<file path="src/tvi_pkg.sv">
// Shared constants and types for the timestamped vector interpolator.
// No dependencies; every other file refers to it by scoped names.
package tvi_pkg;

  localparam int unsigned Depth     = 64;
  localparam int unsigned AddrW     = $clog2(Depth);
  localparam int unsigned FillW     = AddrW + 1;
  localparam int unsigned FracBits  = 16;
  localparam int unsigned QuoW      = FracBits + 1;
  localparam int unsigned StampW    = 62;
  localparam int unsigned CompW     = 32;
  localparam int unsigned NComp     = 6;
  localparam int unsigned IdxW      = $clog2(NComp);
  localparam int unsigned CntW      = $clog2(QuoW);

  // Transaction kind carried on kind_i
  typedef enum logic {
    KindPush  = 1'b0,
    KindQuery = 1'b1
  } kind_e;

  typedef logic [CompW-1:0] comp_t;
  typedef comp_t [NComp-1:0] comp_vec_t;

  // Handshake between the sequencer and the divider
  typedef struct packed {
    logic go;
    logic done;
  } div_ctl_t;

endpackage

</file>
<file path="src/tvi_div.sv">
// Restoring divider for the interpolation ratio, one quotient bit a cycle.
// Gives floor(num * 2^FracBits / den) for 0 < num <= den. Depends on tvi_pkg.
module tvi_div (
  input  logic                        clk_i,
  input  logic                        rst_ni,
  input  logic                        go_i,
  input  logic [tvi_pkg::StampW-1:0]  num_i,
  input  logic [tvi_pkg::StampW-1:0]  den_i,
  output logic                        done_o,
  output logic [tvi_pkg::QuoW-1:0]    quo_o
);

  logic                       run_q, run_d;
  logic                       done_q, done_d;
  logic [tvi_pkg::CntW-1:0]   cnt_q, cnt_d;
  logic [tvi_pkg::StampW:0]   rem_q, rem_d;
  logic [tvi_pkg::StampW-1:0] den_q, den_d;
  logic [tvi_pkg::QuoW-1:0]   quo_q, quo_d;
  logic [tvi_pkg::StampW:0]   trial;
  logic                       ge;

  // Shift the remainder except on the integer step, then compare and subtract
  always_comb begin
    trial = (cnt_q == '0) ? rem_q : {rem_q[tvi_pkg::StampW-1:0], 1'b0};
    ge    = trial >= {1'b0, den_q};
    run_d  = run_q;
    done_d = 1'b0;
    cnt_d  = cnt_q;
    rem_d  = rem_q;
    den_d  = den_q;
    quo_d  = quo_q;
    if (go_i) begin
      run_d = 1'b1;
      cnt_d = '0;
      rem_d = {1'b0, num_i};
      den_d = den_i;
      quo_d = '0;
    end else if (run_q) begin
      rem_d = ge ? (trial - {1'b0, den_q}) : trial;
      quo_d = {quo_q[tvi_pkg::QuoW-2:0], ge};
      cnt_d = cnt_q + 1'b1;
      if (cnt_q == tvi_pkg::CntW'(tvi_pkg::QuoW - 1)) begin
        run_d  = 1'b0;
        done_d = 1'b1;
      end
    end
  end

  always_ff @(posedge clk_i or negedge rst_ni) begin
    if (!rst_ni) begin
      run_q  <= 1'b0;
      done_q <= 1'b0;
      cnt_q  <= '0;
    end else begin
      run_q  <= run_d;
      done_q <= done_d;
      cnt_q  <= cnt_d;
    end
  end

  always_ff @(posedge clk_i) begin
    rem_q <= rem_d;
    den_q <= den_d;
    quo_q <= quo_d;
  end

  assign done_o = done_q;
  assign quo_o  = quo_q;

endmodule
</file>
<file path="config.mk">
export PLATFORM = sky130hd
export DESIGN_NAME = tvi_div
export DESIGN_NICKNAME = d
export VERILOG_FILES = /design/src/tvi_pkg.sv /design/src/tvi_div.sv
export SDC_FILE = /design/constraint.sdc
export NUM_CORES = 1
export LEC_CHECK = 0
export ABC_AREA = 1
export BUFFER_PORTS_ARGS = -buffer_cell sky130_fd_sc_hd__buf_2
export CORE_ASPECT_RATIO = 0.7
export CORE_MARGIN = 5
export CORE_UTILIZATION = 50
export CTS_CLUSTER_SIZE = 30
export DETAILED_ROUTE_END_ITERATION = 8
export PLACE_DENSITY = 0.72
export SETUP_SLACK_MARGIN = 0.4
export SYNTH_ARGS = -nofsm -noshare
export SYNTH_HDL_FRONTEND = slang
export SYNTH_SLANG_ARGS = --single-unit
</file>
<file path="constraint.sdc">
create_clock -name clk_i -period 4.1 [get_ports clk_i]
set_input_delay 0.82 -clock clk_i [delete_from_list [all_inputs] [get_ports clk_i]]
set_output_delay 0.82 -clock clk_i [all_outputs]
set_load 0.03 [all_outputs]
</file>
Yosys cells after proc, flatten, opt, wreduce, memory -nomap -nowiden --
Cells that the tools add are included.
Cells by class: mux-type cells 12, add/subtract/negate cells 2, reductions and logical operators 2, magnitude comparators 1, equality and inequality tests 1
Operators by type and width (count):
- two-way mux 63 bit | 2
- two-way mux 62 bit | 2
- >= comparator 63 x 62 -> 1 bit | 1
- subtractor 63 x 62 -> 63 bit | 1
- two-way mux 5 bit | 2
- two-way mux 1 bit | 6
- adder 5 x 1 -> 5 bit, second input constant | 1
- equality test 5 bit, second input constant | 1
- logical NOT 5 bit | 1
- nonzero test 2 bit | 1
Storage, ports and cells: output and inout port bits 18, input bits 127, bits in registers 149

Depth between registers and ports, before layout --
Gate-level depths: netlist of the first run.
word-level depth 6, mapped depth 24, gate-level depth less buffers 22

Worst setup path before layout of the first run --
Ideal clock, no wire load.
path kind input-to-reg, start point input go_i, end point register rem_q[0] (netlist name) (enable), required time 3649 ps, library setup time 451 ps, buffers on the path 2, setup slack 459 ps, cell stages on the path 4, data arrival time 3190 ps, path through clkbuf_1 > nor2_1 > clkinv_1 > buf_1
On the way: longest elaborated chain between the ends 1
Ends and longest elaborated chain:
- from (decl) | line tvi_div.sv:6 | input logic go_i,
- nonzero test 2 bit (no source line)
- to (signal assigned) | line tvi_div.sv:62 | rem_q <= rem_d;
- to (decl) | line tvi_div.sv:16 | logic [tvi_pkg::StampW:0] rem_q, rem_d;
Every way passes these cells. A chain may end at the register's enable or synchronous reset.

Worst setup path after layout of the first run --
start point register cnt_q[0] (netlist name), end point register rem_q[55] (netlist name) (data pin)
On the way: longest elaborated chain between the ends 6, elaborated cells between the ends (all ways) 7, classes of those cells 1 x add/sub; 1 x order compare; 4 x mux; 1 x reduce/logical
Ends and longest elaborated chain:
- from (decl) | line tvi_div.sv:15 | logic [tvi_pkg::CntW-1:0] cnt_q, cnt_d;
- from (signal assigned) | line tvi_div.sv:57 | cnt_q <= cnt_d;
- logical NOT 5 bit (*) | line tvi_div.sv:24 | trial = (cnt_q == '0) ? rem_q : {rem_q[tvi_pkg::StampW-1:0], 1'b0};
- two-way mux 63 bit (*) | line tvi_div.sv:24
- subtractor 63 x 62 -> 63 bit or >= comparator 63 x 62 -> 1 bit (tied branches) | line tvi_div.sv:39, tvi_div.sv:25
- two-way mux 63 bit (*) | line tvi_div.sv:39 | rem_d = ge ? (trial - {1'b0, den_q}) : trial;
- two-way mux 62 bit (*) | line tvi_div.sv:38 | end else if (run_q) begin
- two-way mux 62 bit (*) | line tvi_div.sv:32 | if (go_i) begin
- via rem_d, one bit | line tvi_div.sv:16
Mark *: on every way through the listed nets, which the timed path passes. The rest lies on a longest branch. The select of a mux whose other input is x is not followed.

==> results of run 1 <==
==> synthesized netlist by cell type <==
| master | n |
|---|---|
| dlygate4sd1_1 | 1 |
| a21boi_0 | 1 |
| nor2_4 | 1 |
| dfrtp_1 | 7 |
| a21oi_1 | 66 |
| inv_2 | 5 |
| nor2_2 | 7 |
| dfxtp_1 | 18 |
| nand3_2 | 11 |
| nand2_2 | 3 |
| xnor2_1 | 31 |
| edfxtp_1 | 124 |
| buf_6 | 5 |
| nor4_1 | 1 |
| nand3_4 | 1 |
| nor2_1 | 116 |
| buf_2 | 13 |
| o21bai_1 | 1 |
| nand3b_1 | 55 |
| clkbuf_1 | 20 |
| buf_1 | 6 |
| clkinv_1 | 2 |
| fa_1 | 1 |
| nor3_1 | 7 |
| buf_8 | 1 |
| a21o_1 | 2 |
| nor2_8 | 1 |
| nor3_2 | 1 |
| ha_1 | 64 |
| o21ai_0 | 61 |
| inv_1 | 492 |
| a21oi_2 | 1 |
| nand4_1 | 11 |
| nand2_8 | 1 |
| buf_4 | 2 |
| nand3_1 | 136 |
| o22ai_1 | 15 |
| nand2_1 | 878 |
==> flip-flops by register name, summed over array words and instances (netlist names) <==
name	count
rem_q	63
den_q	62
quo_o	17
cnt_q	5
done_o	1
run_q	1
==> critical path, cell delays in order (launching register included) <==
cell       delay (ns)
dfrtp_1          0.40
inv_2            0.09
ha_4             0.17
nand3_4          0.08
buf_12           0.17
clkbuf_16        0.21
nand2_1          0.08
o21ai_0          0.11
ha_1             0.42
a21oi_2          0.23
nor2_1           0.06
nor2_1           0.09
nand2_1          0.05
nor2_1           0.21
nand3_2          0.16
nor2_8           0.23
buf_12           0.23
nand3_1          0.11
nand2_1          0.08
inv_1            0.06
nand2_1          0.07
nand2_1          0.06
==> per-stage QoR <==
| stage | instance area (sq um) | hold WS (ns) | cells | util [%] | power (W) |
|---|---|---|---|---|---|
| 4_1_cts | 15500 | 0.186 | 2698 | 58.1 | 0.0112 |
| 5_1_grt | 16300 | 0.196 | 2740 | 61.2 | 0.0130 |
| 3_5_place_dp | 14600 | 0.445 | 2649 | 54.7 | 0.00903 |
| 2_1_floorplan | 13400 | 0.426 | 2169 | - | 0.00716 |
| 6_report | 16300 | 0.195 | 2740 | 61.2 | 0.0122 |
| 3_3_place_gp | 14600 | 0.437 | 2649 | 54.7 | 0.00894 |
==> power breakdown <==
group | internal, W | total (W) | switching, W
registers | 0.00211 | 0.00228 | 0.000174
clock network | 0.00101 | 0.00173 | 0.000718
logic | 0.00280 | 0.00815 | 0.00535
==> area by class of cell <==
type | instances | area (sq um) | share of cell area (%)
clock buffers | 21 | 503 | 3.09
multi-input cells | 1479 | 7510 | 46.2
well taps | 364 | 455 | 2.80
repair buffers | 217 | 1540 | 9.44
inverters | 499 | 1870 | 11.5
clock inverters | 11 | 131 | 0.807
flip-flops and latches | 149 | 4260 | 26.2
==> worst paths after layout <==
kind / start / to / cells past startpoint
min in group clk_i: quo_o[16] / quo_o[16] / 2
worst max-delay path: cnt_q[0] / rem_q[55] / 21
worst max register to register: cnt_q[0] / rem_q[55] / 21
worst min-delay path: rst_ni / done_o / 1
max in group asynchronous: rst_ni / cnt_q[4] / 1
worst min register to register: quo_o[16] / quo_o[16] / 2
==> kinds of logic after synthesis <==
| group | share of synthesized area (%) |
|---|---|
| AND/OR/NAND/NOR | 38.6 |
| AO/OA/AOI/OAI | 5.72 |
| flip-flops | 31.7 |
| adder cells (fa/ha/maj) | 6.11 |
| XOR/XNOR | 2.02 |
| buffers and inverters | 15.9 |
==> cells in the final DEF (no fill, tap or decap), types with 3 or more instances in the layout <==
master	n
clkbuf_16	25
nor2_4	11
nand2_8	6
nand4_1	11
ha_2	3
buf_2	143
nand2_2	23
nor2_2	26
o21ai_0	41
dfxtp_1	18
ha_1	59
inv_2	11
nand3_2	19
xnor2_1	31
nor3_1	6
buf_12	10
o22ai_1	15
nor2_1	87
dfrtp_1	7
inv_1	487
a21oi_2	12
o21ai_2	5
o21ai_1	15
nand3_1	127
buf_4	54
a21oi_1	54
nand3b_1	55
nand2_1	857
edfxtp_1	124
inv_6	4
==> layer usage <==
layer | global-route usage, % | vias to the layer above | wire length, um
li1 | - | 6991 | -
met5 | 0 | - | 0
met1 | 50.0 | 6576 | 24300
met2 | 43.7 | 731 | 20800
met3 | 6.95 | 70 | 5820
met4 | 7.25 | 0 | 987
==> timing repair <==
action / 4_1_cts / 5_1_grt
setup buffers: 12 / 34
cloned: 5 / 8
resized for setup: 20 / 123
pin swaps: 8 / 42
setup endpoints to repair: 62 / 64
==> flow_metrics.env, run 1 <==
export IMPL_postRouteWirelength_mm=51.9
export IMPL_timing_setup_tns_ns=0
export IMPL_clk_latency_ns=0.46
export IMPL_path_class="flip-flop to flip-flop"
export IMPL_powerDensity_nw_per_um2=748
export IMPL_grt_overflow=0
export IMPL_skew_ns=0.0120
export IMPL_firstDrtPassIters=6
export IMPL_cp_start_kind="flip-flop"
export IMPL_die_h_um=147
export IMPL_slew_headroom_pct=42.9
export IMPL_hp_class="primary input to async pin"
export IMPL_clock_path_buffers=2
export IMPL_min_period_over_period_pct=89.3
export IMPL_grt_max_degree=71
export IMPL_ctsHtreeMaxLevel=4
export IMPL_clkSlewWorstSetupHoldPaths_ns=0.07
export IMPL_yosys_warnings=0
export IMPL_syn_area_sq_um=13400
export IMPL_cts_sinks=149
export IMPL_synth_top_area_share_pct=27.7
export IMPL_cts_root_buf="clkbuf_16"
export IMPL_place_ws_ns=0.247
export IMPL_initial_core_util_pct=50.5
export IMPL_ioPinCount=145
export IMPL_critPathArrivalTime_ns=3.86
export IMPL_vias=14368
export IMPL_synth_cell_types=38
export IMPL_final_fill_count=2569
export IMPL_grt_pass1_vias=12814
export IMPL_fmax_mhz=273
export IMPL_rrSetupSlack_ns=0.44
export IMPL_leakage_nw=9.15
export IMPL_ys_ff_latch=149
export IMPL_worstPathMaxFanout=28
export IMPL_synth_cells=2169
export IMPL_netlist_top_cell_by_area="edfxtp_1"
export IMPL_dp_hpwl_mm=36.7
export IMPL_setup_slack_ns=0.439
export IMPL_cts_hold_buf=0
export IMPL_antenna_found_initial=0
export IMPL_setup_viol=0
export IMPL_synthTopCellsByArea="edfxtp_1, nand2_1, inv_1"
export IMPL_syn_nets=2361
export IMPL_required_ns=4.30
export IMPL_drtIter0Drc=1700
export IMPL_grt_first_pass_wirelength_mm=73.9
export IMPL_max_vdd_ir_drop_mv=0.343
export IMPL_cts_tree="built"
export IMPL_fin_crit_ns=3.66
export IMPL_cts_buffers=17
export IMPL_coreArea_sq_um=26600
export IMPL_end_kind="flip-flop"
export IMPL_portBuffers=144
export IMPL_seq_area_frac_synth_pct=31.7
export IMPL_die_area_sq_um=30300
export IMPL_drcViolationCount=0
export IMPL_grt_setup_unrepaired="yes"
export IMPL_wl_per_cell_um=18.9
export IMPL_post_synth_cell_area_avg_sq_um=6.19
export IMPL_die_x_um=206
export IMPL_drive_above_1_share_pct=15.8
export IMPL_grtUsageTotal_pct=31.7
export IMPL_status="finished clean"
export IMPL_fin_nets=2555
export IMPL_rows=50
export IMPL_worstMarginPinSlew_ns=0.856
export IMPL_synthToLayoutAreaGrowth_pct=21.1
export IMPL_detail_route_antenna_nets=0
export IMPL_max_cap_violations=0
export IMPL_n_antenna_cell=0
export IMPL_hold_violations=0
export IMPL_place_congestion=1.04
export IMPL_drv_slew=0
export IMPL_vias_per_cell=5.24
(Power assumes the default switching activity.)
==> inputs of run 2 (changes only) <==
--- a/config.mk
+++ b/config.mk
@@ -7,12 +7,14 @@
 export LEC_CHECK = 0
 export ABC_AREA = 1
 export BUFFER_PORTS_ARGS = -buffer_cell sky130_fd_sc_hd__buf_2
+export CELL_PAD_IN_SITES_DETAIL_PLACEMENT = 0
+export CELL_PAD_IN_SITES_GLOBAL_PLACEMENT = 1
 export CORE_ASPECT_RATIO = 0.7
 export CORE_MARGIN = 5
-export CORE_UTILIZATION = 50
+export CORE_UTILIZATION = 42
 export CTS_CLUSTER_SIZE = 30
 export DETAILED_ROUTE_END_ITERATION = 8
-export PLACE_DENSITY = 0.72
+export PLACE_DENSITY = 0.83
 export SETUP_SLACK_MARGIN = 0.4
 export SYNTH_ARGS = -nofsm -noshare
 export SYNTH_HDL_FRONTEND = slang
==> run 2 against run 1 <==
  * Global-route usage down 4.4 points
  * Sequential share of layout area shrank 0.57 points
  * Register-to-register slack gained 0.04 ns
  * Critical path depth is 2 higher
  * Non-clock buffer count is 42 higher
  * Clock skew up 0.0083 ns
==> flow_metrics.env, run 2 (synthesized netlist as in run 1, its figures left out) <==
export IMPL_required_ns=4.31
export IMPL_cts_sinks=149
export IMPL_antenna_found_initial=0
export IMPL_grtUsageTotal_pct=27.3
export IMPL_grt_setup_unrepaired="yes"
export IMPL_final_fill_count=3238
export IMPL_cts_buffers=17
export IMPL_die_h_um=160
export IMPL_postRouteWirelength_mm=51.7
export IMPL_max_cap_violations=0
export IMPL_timing_setup_tns_ns=0
export IMPL_path_class="flip-flop to flip-flop"
export IMPL_ctsHtreeMaxLevel=4
export IMPL_place_congestion=1.01
export IMPL_cts_hold_buf=0
export IMPL_status="finished clean"
export IMPL_grt_first_pass_wirelength_mm=75.2
export IMPL_grt_overflow=0
export IMPL_leakage_nw=9.31
export IMPL_final_common_cell="nand2_1"
export IMPL_switching_share_pct=51.4
export IMPL_dp_hpwl_mm=41.1
export IMPL_skew_ns=0.0203
export IMPL_end_kind="flip-flop"
export IMPL_max_vdd_ir_drop_mv=0.379
export IMPL_clock_path_buffers=2
export IMPL_vias_per_cell=4.97
export IMPL_drcViolationCount=0
export IMPL_setup_slack_ns=0.480
export IMPL_place_area_sq_um=15100
export IMPL_firstDrtPassIters=6
export IMPL_fin_crit_ns=3.62
export IMPL_fin_nets=2592
export IMPL_largest_reg_flops=63
export IMPL_rows=54
export IMPL_net_switching_power_w=0.00644
export IMPL_cts_root_buf="clkbuf_16"
export IMPL_grt_max_degree=79
export IMPL_intPower_w=0.00608
export IMPL_initial_core_util_pct=42.9
export IMPL_synthToLayoutAreaGrowth_pct=23.8
export IMPL_critPathArrivalTime_ns=3.83
export IMPL_fmax_mhz=276
export IMPL_p_seq_share_pct=18.3
export IMPL_place_ws_ns=0.263
export IMPL_regMostFlops="rem_q"
export IMPL_portBuffers=144
export IMPL_die_x_um=224
export IMPL_detail_route_antenna_nets=0
export IMPL_setup_viol=0
export IMPL_grt_pass1_vias=12769
export IMPL_p_clk_share_pct=13.1
export IMPL_powerDensity_nw_per_um2=753
export IMPL_n_antenna_cell=0
export IMPL_ioPinCount=145
export IMPL_pwr_share_comb_pct=68.6
export IMPL_drv_slew=0
export IMPL_cts_tree="built"
export IMPL_drive_above_1_share_pct=17.5
export IMPL_min_period_over_period_pct=88.3
export IMPL_vias=14077
export IMPL_drtIter0Drc=1374
export IMPL_cp_start_kind="flip-flop"
export IMPL_hp_class="primary input to async pin"
export IMPL_die_area_sq_um=35700
export IMPL_coreArea_sq_um=31400
export IMPL_hold_violations=0
export IMPL_clk_latency_ns=0.46
export IMPL_design_area_sq_um=16600
export IMPL_total_power_w=0.0125
export IMPL_slew_headroom_pct=44.4
export IMPL_clkSlewWorstSetupHoldPaths_ns=0.07
export IMPL_wl_per_cell_um=18.2
export IMPL_worstMarginPinSlew_ns=0.834
export IMPL_final_cell_mix="nand2_1, inv_1, buf_2, nand3_1, edfxtp_1"
export IMPL_worstPathMaxFanout=23
[run 2: power groups by stage]
| stage | sequential, W | clock (W) | combinational, W |
|---|---|---|---|
| 3_5_place_dp | 0.00232 | 0 | 0.00743 |
| 6_report | 0.00230 | 0.00164 | 0.00859 |
| 5_1_grt | 0.00234 | 0.00175 | 0.00936 |
| 4_1_cts | 0.00229 | 0.00167 | 0.00753 |
| 2_1_floorplan | 0.00227 | 0 | 0.00489 |
| 3_3_place_gp | 0.00231 | 0 | 0.00742 |
[run 2: routing by layer]
layer | part of all wire (%) | wire, um | global-route usage [%]
met2 | 37 | 19300 | 35.6
met1 | 53 | 27400 | 45.6
met4 | 1.2 | 622 | 4.34
met5 | 0 | 0 | 0
met3 | 8.4 | 4360 | 5.91
[run 2: repair_timing]
item | CTS | global route
resized for setup | 14 | 151
cloned | 0 | 9
buffers inserted | 2 | 37
endpoints found under the setup margin | 62 | 64
pin swaps | 2 | 41
[run 2: area by class of cell]
class                      instances  area (sq um)  share of cell area [%]
inverter                         499          1870                    11.3
clock buffer                      17           425                    2.56
sequential                       149          4260                    25.6
multi-input combinational       1474          7480                    45.0
timing repair buffer             259          1890                    11.4
clock inverter                    15           176                    1.06
tap                              420           526                    3.16
[run 2: worst paths after layout]
check	depth (start not counted)	slack [ns]	end	start
max reg2reg	23	0.48	rem_q[61]	cnt_q[0]
min	1	0.18	done_o	rst_ni
max	23	0.48	rem_q[61]	cnt_q[0]
max in group asynchronous	1	3.77	cnt_q[1]	rst_ni
min in group clk_i	2	0.47	rem_q[62]	rem_q[62]
min reg2reg	2	0.47	rem_q[62]	rem_q[62]
[run 2: per-stage QoR]
step	hold slack, ns	utilization (%)	instances
5_1_grt	0.162	53.1	2833
3_3_place_gp	0.443	48.0	2753
3_5_place_dp	0.447	48.0	2753
2_1_floorplan	0.426	-	2169
6_report	0.178	53.1	2833
4_1_cts	0.163	50.1	2787
[run 2: critical path, stage by stage, from the launching register on]
cell and delay (ns):
dfrtp_1 0.41, inv_2 0.09, ha_4 0.14, nand3_4 0.10
buf_4 0.19, buf_6 0.13, buf_4 0.13, o21ai_0 0.23
ha_1 0.31, buf_4 0.16, nand2_1 0.17, nor2_1 0.09
nand2_1 0.11, inv_1 0.08, nand2_1 0.12, a21oi_4 0.08
nor2_8 0.20, buf_6 0.17, buf_12 0.17, nand3_1 0.09
nand2_1 0.06, inv_1 0.05, nand2_1 0.05, nand2_1 0.04
